==> src/design/tccs_pkg.sv <==
// package for the text console writer: field widths, character codes, result record
// no dependencies; imported by tccs_seq and the top level

package tccs_pkg;

    // default screen geometry
    localparam int COLUMNS_DEF = 80;
    localparam int ROWS_DEF    = 24;

    // fixed field widths of the ports
    localparam int OP_W   = 1;
    localparam int CODE_W = 9;
    localparam int POS_W  = 11;
    localparam int ATTR_W = 8;
    localparam int CHAR_W = 8;
    localparam int CELL_W = ATTR_W + CHAR_W;

    // operations
    localparam logic [OP_W-1:0] OP_PUT  = 1'b0;
    localparam logic [OP_W-1:0] OP_READ = 1'b1;

    // character codes with a meaning of their own
    localparam logic [CODE_W-1:0] CODE_NEWLINE   = 9'd10;
    localparam logic [CODE_W-1:0] CODE_BACKSPACE = 9'h100;
    localparam logic [CHAR_W-1:0] BLANK_CHAR     = 8'h20;

    // attribute after reset: light grey on black
    localparam logic [ATTR_W-1:0] ATTR_RESET = 8'h07;

    // one finished result handed from the sequencer to the output register
    typedef struct packed {
        logic              load;
        logic [POS_W-1:0]  cursor_position;
        logic [CELL_W-1:0] cell_data;
    } tccs_result_t;

endpackage

==> src/design/tccs_seq.sv <==
// sequencer of the text console writer: cursor, cell address counter and memory port
// depends on tccs_pkg; drives one tccs_ram instance in the top level

module tccs_seq #(
    parameter int COLUMNS = tccs_pkg::COLUMNS_DEF,
    parameter int ROWS    = tccs_pkg::ROWS_DEF,
    localparam int AW     = $clog2(COLUMNS * ROWS)
) (
    input  logic                          clk,
    input  logic                          rstn,
    input  logic                          in_valid,
    output logic                          in_ready,
    input  logic [tccs_pkg::OP_W-1:0]     opcode,
    input  logic [tccs_pkg::CODE_W-1:0]   char_code,
    input  logic [tccs_pkg::POS_W-1:0]    read_address,
    input  logic [tccs_pkg::ATTR_W-1:0]   text_attribute,
    input  logic                          res_ready,
    output tccs_pkg::tccs_result_t        res,
    output logic                          ram_wr_en,
    output logic [AW-1:0]                 ram_wr_addr,
    output logic [tccs_pkg::CELL_W-1:0]   ram_wr_data,
    output logic                          ram_rd_en,
    output logic [AW-1:0]                 ram_rd_addr,
    input  logic [tccs_pkg::CELL_W-1:0]   ram_rd_data
);

    import tccs_pkg::*;

    localparam int CELLS     = COLUMNS * ROWS;
    localparam int CW        = $clog2(COLUMNS);
    localparam int LAST_COPY = CELLS - COLUMNS - 1;

    typedef enum logic [7:0] {
        ST_CLEAR   = 8'b0000_0001,
        ST_IDLE    = 8'b0000_0010,
        ST_RD_WAIT = 8'b0000_0100,
        ST_PUT     = 8'b0000_1000,
        ST_SCR_RD  = 8'b0001_0000,
        ST_SCR_WR  = 8'b0010_0000,
        ST_ZERO    = 8'b0100_0000,
        ST_RESP    = 8'b1000_0000
    } state_t;

    state_t              state_reg, state_next;
    logic [AW-1:0]       idx_reg, idx_next;
    logic [AW-1:0]       cursor_reg, cursor_next;
    logic [CW-1:0]       col_reg, col_next;
    logic [CODE_W-1:0]   code_reg, code_next;
    logic                oob_reg, oob_next;
    logic [CELL_W-1:0]   cell_reg, cell_next;

    logic                in_oob;
    logic                is_nl;
    logic                is_bs;
    logic [AW:0]         cur_ext;
    logic [AW:0]         cur_step;
    logic [CW-1:0]       col_step;

    assign in_oob = 32'(read_address) >= 32'(CELLS);
    assign is_nl  = code_reg == CODE_NEWLINE;
    assign is_bs  = code_reg == CODE_BACKSPACE;
    assign cur_ext = {1'b0, cursor_reg};

    // cursor move of a put, column kept alongside so no divide is needed
    always_comb begin
        if (is_nl) begin
            cur_step = cur_ext + ((AW+1)'(COLUMNS) - (AW+1)'(col_reg));
            col_step = '0;
        end else if (is_bs) begin
            if (cursor_reg == '0) begin
                cur_step = '0;
                col_step = '0;
            end else begin
                cur_step = cur_ext - (AW+1)'(1);
                col_step = (col_reg == '0) ? CW'(COLUMNS - 1) : col_reg - CW'(1);
            end
        end else begin
            cur_step = cur_ext + (AW+1)'(1);
            col_step = (col_reg == CW'(COLUMNS - 1)) ? '0 : col_reg + CW'(1);
        end
    end

    always_comb begin
        state_next  = state_reg;
        idx_next    = idx_reg;
        cursor_next = cursor_reg;
        col_next    = col_reg;
        code_next   = code_reg;
        oob_next    = oob_reg;
        cell_next   = cell_reg;

        in_ready    = 1'b0;
        ram_wr_en   = 1'b0;
        ram_wr_addr = idx_reg;
        ram_wr_data = '0;
        ram_rd_en   = 1'b0;
        ram_rd_addr = idx_reg + AW'(COLUMNS);

        res.load            = 1'b0;
        res.cursor_position = POS_W'(cursor_reg);
        res.cell_data       = cell_reg;

        case (state_reg)
            ST_CLEAR: begin
                ram_wr_en = 1'b1;
                if (idx_reg == AW'(CELLS - 1)) begin
                    idx_next   = '0;
                    state_next = ST_IDLE;
                end else begin
                    idx_next = idx_reg + AW'(1);
                end
            end
            ST_IDLE: begin
                in_ready    = 1'b1;
                ram_rd_addr = AW'(read_address);
                ram_rd_en   = in_valid && (opcode == OP_READ) && !in_oob;
                if (in_valid) begin
                    code_next  = char_code;
                    oob_next   = in_oob;
                    state_next = (opcode == OP_READ) ? ST_RD_WAIT : ST_PUT;
                end
            end
            ST_RD_WAIT: begin
                cell_next  = oob_reg ? '0 : ram_rd_data;
                state_next = ST_RESP;
            end
            ST_PUT: begin
                cell_next   = '0;
                ram_wr_en   = !is_nl;
                ram_wr_addr = is_bs ? cur_step[AW-1:0] : cursor_reg;
                ram_wr_data = {text_attribute, is_bs ? BLANK_CHAR : code_reg[CHAR_W-1:0]};
                col_next    = col_step;
                if (cur_step == (AW+1)'(CELLS)) begin
                    cursor_next = AW'(CELLS - COLUMNS);
                    idx_next    = '0;
                    state_next  = ST_SCR_RD;
                end else begin
                    cursor_next = cur_step[AW-1:0];
                    state_next  = ST_RESP;
                end
            end
            ST_SCR_RD: begin
                // fetch the cell one row below
                ram_rd_en  = 1'b1;
                state_next = ST_SCR_WR;
            end
            ST_SCR_WR: begin
                ram_wr_en   = 1'b1;
                ram_wr_data = ram_rd_data;
                if (idx_reg == AW'(LAST_COPY)) begin
                    idx_next   = AW'(CELLS - COLUMNS);
                    state_next = ST_ZERO;
                end else begin
                    idx_next   = idx_reg + AW'(1);
                    state_next = ST_SCR_RD;
                end
            end
            ST_ZERO: begin
                ram_wr_en = 1'b1;
                if (idx_reg == AW'(CELLS - 1)) begin
                    idx_next   = '0;
                    state_next = ST_RESP;
                end else begin
                    idx_next = idx_reg + AW'(1);
                end
            end
            ST_RESP: begin
                res.load = res_ready;
                if (res_ready) begin
                    state_next = ST_IDLE;
                end
            end
            default: begin
                state_next = ST_CLEAR;
                idx_next   = '0;
            end
        endcase
    end

    always_ff @(posedge clk) begin
        if (!rstn) begin
            state_reg  <= ST_CLEAR;
            idx_reg    <= '0;
            cursor_reg <= '0;
            col_reg    <= '0;
        end else begin
            state_reg  <= state_next;
            idx_reg    <= idx_next;
            cursor_reg <= cursor_next;
            col_reg    <= col_next;
        end
    end

    always_ff @(posedge clk) begin
        code_reg <= code_next;
        oob_reg  <= oob_next;
        cell_reg <= cell_next;
    end

endmodule

==> config.mk <==
export PLATFORM = sky130hd
export DESIGN_NAME = tccs_seq
export DESIGN_NICKNAME = d
export VERILOG_FILES = /design/src/design/tccs_pkg.sv /design/src/design/tccs_seq.sv
export SDC_FILE = /design/constraint.sdc
export NUM_CORES = 1
export LEC_CHECK = 0
export ABC_CLOCK_PERIOD_IN_PS = 5200
export BUFFER_PORTS_ARGS = -buffer_cell sky130_fd_sc_hd__buf_4
export CORE_MARGIN = 8
export CORE_UTILIZATION = 49
export CTS_CLUSTER_SIZE = 14
export DETAILED_ROUTE_END_ITERATION = 16
export PLACE_DENSITY = 0.73
export SYNTH_ARGS = -nofsm -noshare
export SYNTH_HDL_FRONTEND = slang
export SYNTH_SLANG_ARGS = --single-unit
==> constraint.sdc <==
create_clock -name clk -period 5.2 [get_ports clk]
set_input_delay 1.04 -clock clk [delete_from_list [all_inputs] [get_ports clk]]
set_output_delay 1.04 -clock clk [all_outputs]
set_load 0.01 [all_outputs]
==> impl_metrics.env, run 1 <==
export IMPL_area_growth_syn_to_layout_pct=22.8
export IMPL_layout_nets=786
export IMPL_gr_usage_all_layers=0.223
export IMPL_fp_dieW_um=116
export IMPL_synth_net_count=698
export IMPL_io_pins=118
export IMPL_cts_buffers=9
export IMPL_grt_pass1_vias=4893
export IMPL_critical_path_arrival_ps=3340
export IMPL_synth_ff_type="dfxtp_1"
export IMPL_largest_reg_flops=16
export IMPL_clock_skew_ps=8.84
export IMPL_synth_avg_cell_area_um2=7.75
export IMPL_cp_slowest_cell="dfxtp_1"
export IMPL_drt_total_wl_mm=15.0
export IMPL_antenna_found_initial=0
export IMPL_path_max_fanout=11
export IMPL_post_cts_setup_buffers=0
export IMPL_setup_viol=0
export IMPL_synthArstFlopShare=0
export IMPL_synth_compound_area_frac=0.231
export IMPL_max_slew_margin_rel=0.382
export IMPL_portBuffers=117
export IMPL_overflow=0
export IMPL_peakVddDrop_mv=0.177
export IMPL_grt_max_degree=43
export IMPL_fin_tns_setup_ps=0
export IMPL_dpl_hpwl_mm=11.3
export IMPL_cts_htree_levels=3
export IMPL_synth_seq_cells=63
export IMPL_synth_xor_area_share=0.0593
export IMPL_antenna_cells=0
export IMPL_drv_cap=0
export IMPL_synth_top_family_by_area="simple AND/OR/NAND/NOR gates"
export IMPL_clkTransAtPathRegs_ps=70
export IMPL_row_count=36
export IMPL_grt_pass1_wl_mm=24.0
export IMPL_synth_edff_count=26
export IMPL_slowest_delay_ps=560
export IMPL_layout_drive_gt1_share=0.205
export IMPL_status="complete, no violations"
export IMPL_synth_fa_ha_area_frac=0.0529
export IMPL_via_per_inst=5.93
export IMPL_cp_required_ps=4160
export IMPL_die_h_um=116
export IMPL_vias=5066
export IMPL_cp_start_kind="flip-flop"
export IMPL_path_cells="inv_1, ha_1, nand2_1, a21oi_1, xor2_1, ha_1, nand2_1, a21oi_1, nor3_1, nor3_1, or2_2, mux2i_1, o21ai_0, buf_4"
export IMPL_first_pass_iters=5
export IMPL_clk_path_buf_depth=2
export IMPL_initial_utilization=0.501
export IMPL_clock_latency_ps=340
export IMPL_layout_commonest_cell="buf_4"
export IMPL_drtAntennaViolNets=0
export IMPL_p_leak_nw=2.56
export IMPL_cts_tree="built"
export IMPL_final_period_utilization=0.842
export IMPL_synthSimpleGateAreaFrac=0.282
export IMPL_synth_seq_area_share=0.312
export IMPL_path_buf_inv=2
export IMPL_gp_congestion=0.948
export IMPL_synth_cell_types=67
export IMPL_dieArea_um2=13400
export IMPL_cts_root_buf="clkbuf_8"
export IMPL_fin_crit_ps=4380
export IMPL_muxShareOfSynthArea=0.0146
export IMPL_hold_viol=0
export IMPL_critical_path_class="reg2out"
export IMPL_final_max_slew_viol_count=0
export IMPL_synth_warnings=0
export IMPL_worst_pin_slew_ps=923
export IMPL_cts_resized=0
export IMPL_cts_sinks=63
export IMPL_rsz0062_at_grt="false"
export IMPL_min_path_type="reg2reg"
export IMPL_fmaxAchievable_mhz=228
export IMPL_synth_cells=629
export IMPL_powerDensity_nw_per_um2=213
export IMPL_cp_end_kind="output pin"
export IMPL_layout_common_cells="buf_4, nand2_1, nor2_1"
export IMPL_netlist_area_um2=4880
export IMPL_cp_top_family="simple AND/OR/NAND/NOR gates"
export IMPL_wire_per_inst_um=17.5
export IMPL_drc=0
export IMPL_coreArea_um2=9730
export IMPL_drt_iter0_drc=361
export IMPL_totalPowerFinal_mw=1.27
export IMPL_hold_buffers=0
-- Yosys cell counts (3+ instances only) --
master     n  area share
nor3_1    17       0.017
dfxtp_1   37        0.15
and4_1     3      0.0054
a31oi_1    6      0.0077
o22ai_1    6      0.0077
nand2_1   82       0.063
a32oi_1    3      0.0054
a311oi_1   3      0.0054
clkbuf_1  37       0.028
nor4_1     6      0.0077
o21ai_0   32       0.033
ha_1      19       0.049
buf_2      3      0.0031
inv_1     13       0.010
a221oi_1   4      0.0072
a22oi_1    4      0.0062
mux2i_1    6       0.012
a211oi_1  11       0.017
o21a_1     3      0.0046
nand4_1    8       0.010
edfxtp_1  26        0.16
a21o_1     6      0.0092
a21oi_1   53       0.054
nor2_1    70       0.054
xnor2_1   14       0.025
a22o_1    14       0.025
buf_1      4      0.0031
nor3b_1    3      0.0046
nand2b_1   3      0.0038
and2_1    20       0.026
and3_1    10       0.013
nand3_1   30       0.031
nand3b_1   5      0.0077
or3_1      3      0.0038
o211ai_1   4      0.0062
xor2_1    19       0.034
o41ai_1    4      0.0072
-- final cells by class --
| cell class | count | area, um2 |
|---|---|---|
| multi-input combinational | 507 | 3120 |
| tap | 133 | 166 |
| fill | 888 | 3740 |
| clock buffer | 10 | 128 |
| inverter | 14 | 52.6 |
| sequential | 63 | 1520 |
| timing repair buffer | 122 | 916 |
| clock inverter | 6 | 83.8 |
-- per-layer routing --
metal  vias up  global-route usage  share of wire
met2       227               0.372           0.48
li1       2488                   -              -
met3        20              0.0511          0.081
met1      2331               0.277           0.42
met4         0              0.0778          0.016
met5         -                   0              0
-- kinds of logic after synthesis --
kind of cell    count (synthesis)
compound gates                172
simple gates                  275
xor+xnor                       33
fa+ha+maj                      20
buf+inv                        59
mux                             7
flops                          63
-- worst paths after layout --
path,startpoint,end,slack (ps),cells after the start
worst max-delay path,col_reg[0],ram_wr_addr[7],820,14
worst max register to register,col_reg[0],cursor_reg[7],1170,15
worst min register to register,idx_reg[3],idx_reg[3],510,1
worst min-delay path,idx_reg[3],idx_reg[3],510,1
-- report_power, final --
part | total, mW | switching (mW) | internal, mW
clock network | 0.470 | 0.201 | 0.269
registers | 0.555 | 0.0258 | 0.529
logic | 0.249 | 0.137 | 0.112
-- through the flow --
stage / worst slack, ps / hold WS [ps] / std cells / utilization / cell area [um2]
floorplan: 1530 / 468 / 629 / - / 4880
global placement: 1270 / 501 / 839 / 0.594 / 5780
detailed placement: 1260 / 499 / 839 / 0.594 / 5780
CTS: 864 / 514 / 855 / 0.616 / 5990
global route: 589 / 544 / 855 / 0.616 / 5990
finish: 822 / 509 / 855 / 0.616 / 5990
-- worst register-to-register path: stages (launching register included) --
cell and delay, ps:
dfxtp_1 560, inv_1 140, ha_1 250, nand2_1 130
a21oi_1 90, xor2_1 160, ha_1 360, a21o_1 230
a41o_1 240, a211oi_1 250, o21a_1 180, xor2_1 170
o221ai_1 170, nor4_1 700, a2bb2oi_1 230, nor2_1 50
Note: power is estimated with default switching activity, not from simulation.
==> run 2: changes to the inputs <==
Settings changed: ABC_CLOCK_PERIOD_IN_PS 5200 to 4300.
Clock period 5.2 ns to 4.3 ns, I/O delays scaled along.
==> run 2 against run 1 <==
- worst hold slack better by 19 ps
- clock skew is 2.5 ps lower
- clock-buffer cell count stayed put
- critical path type unchanged
- non-clock buffer count is 5 higher
- via count is 0.99% higher
==> impl_metrics.env, run 2 (same netlist as run 1, synthesis figures left out) <==
export IMPL_cp_start_kind="flip-flop"
export IMPL_status="complete, no violations"
export IMPL_combPwrFrac=0.199
export IMPL_layout_commonest_cell="buf_4"
export IMPL_critical_path_arrival_ps=3170
export IMPL_portBuffers=117
export IMPL_cts_tree="built"
export IMPL_layout_common_cells="buf_4, nand2_1, nor2_1"
export IMPL_cts_sinks=63
export IMPL_drt_iter0_drc=412
export IMPL_drv_cap=0
export IMPL_layout_nets=791
export IMPL_clock_latency_ps=350
export IMPL_initial_utilization=0.501
export IMPL_swShare=0.288
export IMPL_drt_total_wl_mm=15.5
export IMPL_fin_tns_setup_ps=0
export IMPL_cts_root_buf="clkbuf_8"
export IMPL_powerDensity_nw_per_um2=256
export IMPL_critical_path_class="reg2out"
export IMPL_worst_pin_slew_ps=1000
export IMPL_fp_dieW_um=116
export IMPL_pwr_share_seq=0.435
export IMPL_r2r_end="cursor_reg[7]"
export IMPL_final_max_slew_viol_count=0
export IMPL_die_h_um=116
export IMPL_drc=0
export IMPL_cts_buffers=9
export IMPL_via_per_inst=5.95
export IMPL_io_pins=118
export IMPL_hold_viol=0
export IMPL_vias=5116
export IMPL_setup_viol=0
export IMPL_row_count=36
export IMPL_path_max_fanout=11
export IMPL_clkTransAtPathRegs_ps=70
export IMPL_placed_area_um2=5820
export IMPL_dieArea_um2=13400
export IMPL_clk_path_buf_depth=2
export IMPL_switchingPower_mw=0.445
export IMPL_coreArea_um2=9730
export IMPL_cp_end_kind="output pin"
export IMPL_peakVddDrop_mv=0.212
export IMPL_overflow=0
export IMPL_clock_skew_ps=6.29
export IMPL_gr_usage_all_layers=0.233
export IMPL_largest_reg_flops=16
export IMPL_grt_max_degree=29
export IMPL_drtAntennaViolNets=0
export IMPL_final_period_utilization=0.936
export IMPL_layout_drive_gt1_share=0.219
export IMPL_pwr_share_clk=0.366
export IMPL_gp_congestion=0.960
export IMPL_min_path_type="reg2reg"
export IMPL_cp_required_ps=3440
export IMPL_stdcell_area_um2=6040
export IMPL_grt_pass1_wl_mm=24.8
export IMPL_r2r_start="col_reg[0]"
export IMPL_r2r_cells=15
export IMPL_first_pass_iters=5
export IMPL_dpl_hpwl_mm=11.7
export IMPL_p_int_mw=1.10
export IMPL_crit_path_end="ram_wr_addr[7]"
export IMPL_area_growth_syn_to_layout_pct=23.9
export IMPL_cp_startpoint="col_reg[0]"
export IMPL_rrSetupSlack_ps=510
export IMPL_wire_per_inst_um=18.0
export IMPL_antenna_cells=0
export IMPL_hold_buffers=0
export IMPL_p_leak_nw=2.59
export IMPL_grt_pass1_vias=4881
export IMPL_fmaxAchievable_mhz=248
export IMPL_cts_htree_levels=3
export IMPL_antenna_found_initial=0
export IMPL_max_slew_margin_rel=0.330
export IMPL_rsz0062_at_grt="false"
export IMPL_fin_crit_ps=4030
==> run 2: worst min path at each step <==
| stage | start | to | slack, ps | cells past startpoint |
|---|---|---|---|---|
| after floorplan | idx_reg[10] | idx_reg[10] | 470 | 1 |
| after global placement | idx_reg[10] | idx_reg[10] | 500 | 1 |
| after detailed placement | idx_reg[3] | idx_reg[3] | 510 | 1 |
| after CTS | idx_reg[3] | idx_reg[3] | 530 | 1 |
| after global routing | idx_reg[10] | idx_reg[10] | 560 | 1 |
| final | idx_reg[3] | idx_reg[3] | 530 | 1 |
==> run 2: what timing repair did <==
item,CTS,global route
setup buffers,0,0
endpoints found under the setup margin,0,1
gates resized for setup,0,7
==> run 2: power by group through the flow <==
stage	Sequential [mW]	Combinational, mW	Clock [mW]
floorplan	0.666	0.192	0
global placement	0.684	0.300	0
detailed placement	0.685	0.307	0
CTS	0.672	0.308	0.576
global route	0.676	0.342	0.602
finish	0.671	0.307	0.566
==> run 2: routing by layer <==
layer | track usage | vias up | wire (um) | part of all wire
li1 | - | 2490 | - | -
met5 | 0 | - | 0 | 0
met1 | 0.297 | 2415 | 6570 | 0.42
met3 | 0.0526 | 26 | 1200 | 0.077
met2 | 0.374 | 185 | 7410 | 0.48
met4 | 0.0890 | 0 | 284 | 0.018
==> run 2: final cells by class <==
cell class / instances / area [um2]
clock inverters: 6 / 85.1
well taps: 133 / 166
fillers: 910 / 3690
clock buffers: 10 / 128
multi-input cells: 507 / 3130
flip-flops and latches: 63 / 1530
inverters: 14 / 52.6
repair buffers: 127 / 953
==> run 2: worst max-delay path: stages, from the launching register on <==
cell     delay, ps
dfxtp_4        410
inv_1           90
ha_1           230
nand2_1        140
a21oi_1        100
xor2_1         170
ha_1           360
a21o_1         230
nor3_1         220
nor3_2          80
or2_2          320
mux2i_1        150
o21ai_1        110
buf_4          210
==> run 2: per-stage QoR <==
stage / power [mW] / utilization / instances / worst slack, ps / hold slack, ps
after global placement: 0.985 / 0.598 / 844 / 549 / 497
after detailed placement: 0.992 / 0.598 / 844 / 446 / 509
after floorplan: 0.859 / - / 629 / 747 / 468
final: 1.54 / 0.621 / 860 / 274 / 528
after CTS: 1.56 / 0.620 / 860 / 109 / 525
after global routing: 1.62 / 0.621 / 860 / 12.6 / 565
==> run 3: changes to the inputs <==
Settings changed: MAX_ROUTING_LAYER set to met4.
==> run 3 against run 2 <==
- global-route usage up 1.3 points
- clock skew rose by 2.7 ps
- total power decreased by 2.8%
- largest power group unchanged
- non-clock buffer count up 1
- highest routed layer unchanged
==> impl_metrics.env, run 3 (same netlist as run 1, synthesis figures left out) <==
export IMPL_antenna_cells=0
export IMPL_drtAntennaViolNets=0
export IMPL_pwr_share_seq=0.447
export IMPL_p_leak_nw=2.59
export IMPL_pwr_share_clk=0.347
export IMPL_cts_tree="built"
export IMPL_clock_latency_ps=360
export IMPL_dieArea_um2=13400
export IMPL_clk_path_buf_depth=2
export IMPL_cts_buffers=9
export IMPL_setup_viol=0
export IMPL_powerDensity_nw_per_um2=249
export IMPL_grt_max_degree=29
export IMPL_grt_pass1_vias=5027
export IMPL_area_growth_syn_to_layout_pct=23.6
export IMPL_combPwrFrac=0.206
export IMPL_gp_congestion=0.968
export IMPL_totalPowerFinal_mw=1.50
export IMPL_worst_pin_slew_ps=943
export IMPL_fin_tns_setup_ps=0
export IMPL_swShare=0.306
export IMPL_fin_crit_ps=4100
export IMPL_layout_drive_gt1_share=0.221
export IMPL_wire_per_inst_um=18.4
export IMPL_row_count=36
export IMPL_first_pass_iters=5
export IMPL_drc=0
export IMPL_final_period_utilization=0.953
export IMPL_via_per_inst=6.04
export IMPL_switchingPower_mw=0.460
export IMPL_hold_viol=0
export IMPL_num_fill_cells=913
export IMPL_die_h_um=116
export IMPL_overflow=0
export IMPL_fp_dieW_um=116
export IMPL_fmaxAchievable_mhz=244
export IMPL_max_slew_margin_rel=0.369
export IMPL_initial_utilization=0.501
export IMPL_placed_area_um2=5820
export IMPL_rsz0062_at_grt="false"
export IMPL_drt_iter0_drc=416
export IMPL_vias=5202
export IMPL_cp_start_kind="flip-flop"
export IMPL_grt_pass1_wl_mm=25.4
export IMPL_drv_cap=0
export IMPL_post_cts_setup_buffers=0
export IMPL_p_int_mw=1.04
export IMPL_cts_root_buf="clkbuf_8"
export IMPL_drt_total_wl_mm=15.9
export IMPL_coreArea_um2=9730
export IMPL_stdcell_area_um2=6030
export IMPL_status="complete, no violations"
export IMPL_cts_sinks=63
export IMPL_path_max_fanout=11
export IMPL_portBuffers=117
export IMPL_io_pins=118
export IMPL_hold_slack_ps=526
export IMPL_cp_required_ps=3440
export IMPL_layout_nets=792
export IMPL_cp_end_kind="output pin"
export IMPL_largest_reg_flops=16
export IMPL_critical_path_arrival_ps=3240
export IMPL_critical_path_class="reg2out"
export IMPL_cts_htree_levels=3
export IMPL_antenna_found_initial=0
export IMPL_min_path_type="reg2reg"
export IMPL_clock_skew_ps=9.01
export IMPL_layout_commonest_cell="buf_4"
export IMPL_final_max_slew_viol_count=0
export IMPL_layout_common_cells="buf_4, nand2_1, nor2_1"
export IMPL_gr_usage_all_layers=0.246
export IMPL_peakVddDrop_mv=0.171
export IMPL_clkTransAtPathRegs_ps=70
export IMPL_dpl_hpwl_mm=12.0
## run 3: changes by cell type in the layout (fill, tap and decap cells not counted)
| cell | change |
|---|---|
| clkinv_2 | +2 |
| o21ai_0 | +1 |
| clkinv_1 | -1 |
| o21ai_1 | -1 |
| bufinv_16 | -1 |
| buf_4 | +1 |
## run 3: timing repair
action,in CTS,in global routing
setup endpoints to repair,0,1
hold buffers,0,0
gates resized for setup,0,6
## run 3: cell type report
class                           count  area (um2)  area share
Clock buffer                       10         128      0.0212
Clock inverter                      6        61.3      0.0102
Inverter                           14        52.6     0.00872
Multi-Input combinational cell    507        3130       0.519
Sequential cell                    63        1530       0.254
Tap cell                          133         166      0.0276
Timing Repair Buffer              128         961       0.159
## run 3: critical path, cell delays in order (launching register included)
cell and delay [ps]:
dfxtp_4 380, inv_1 100, ha_1 190, nand2_1 120, a21oi_1 200, xor2_1 200, ha_1 310, a21o_1 230
nor3_1 210, nor3_2 80, or2_2 320, mux2i_1 160, o21ai_0 140, buf_4 220
## run 3: worst paths after layout
path,from,to,slack (ps),cells past startpoint
setup / recovery,col_reg[0],ram_wr_addr[7],200,13
hold reg to reg,idx_reg[0],idx_reg[0],530,1
setup reg to reg,col_reg[0],idx_reg[7],570,15
hold / removal,idx_reg[0],idx_reg[0],530,1
## run 3: stage by stage
step / cells / setup slack, ps / util
floorplan: 629 / 747 / -
global placement: 845 / 556 / 0.599
detailed placement: 845 / 493 / 0.599
CTS: 861 / 72.0 / 0.618
global route: 861 / 26.5 / 0.619
finish: 861 / 202 / 0.619
## run 3: power by group through the flow
| stage | logic, mW | registers, mW | clock network, mW |
|---|---|---|---|
| final | 0.309 | 0.671 | 0.522 |
| after global routing | 0.347 | 0.676 | 0.550 |
| after CTS | 0.311 | 0.671 | 0.527 |
| after detailed placement | 0.308 | 0.684 | 0 |
| after global placement | 0.302 | 0.684 | 0 |
| after floorplan | 0.192 | 0.666 | 0 |
## run 3: layer usage
layer,GRT usage,part of all wire
met1,0.303,0.42
met2,0.398,0.49
met3,0.0323,0.072
met4,0.0994,0.019
met5,-,0
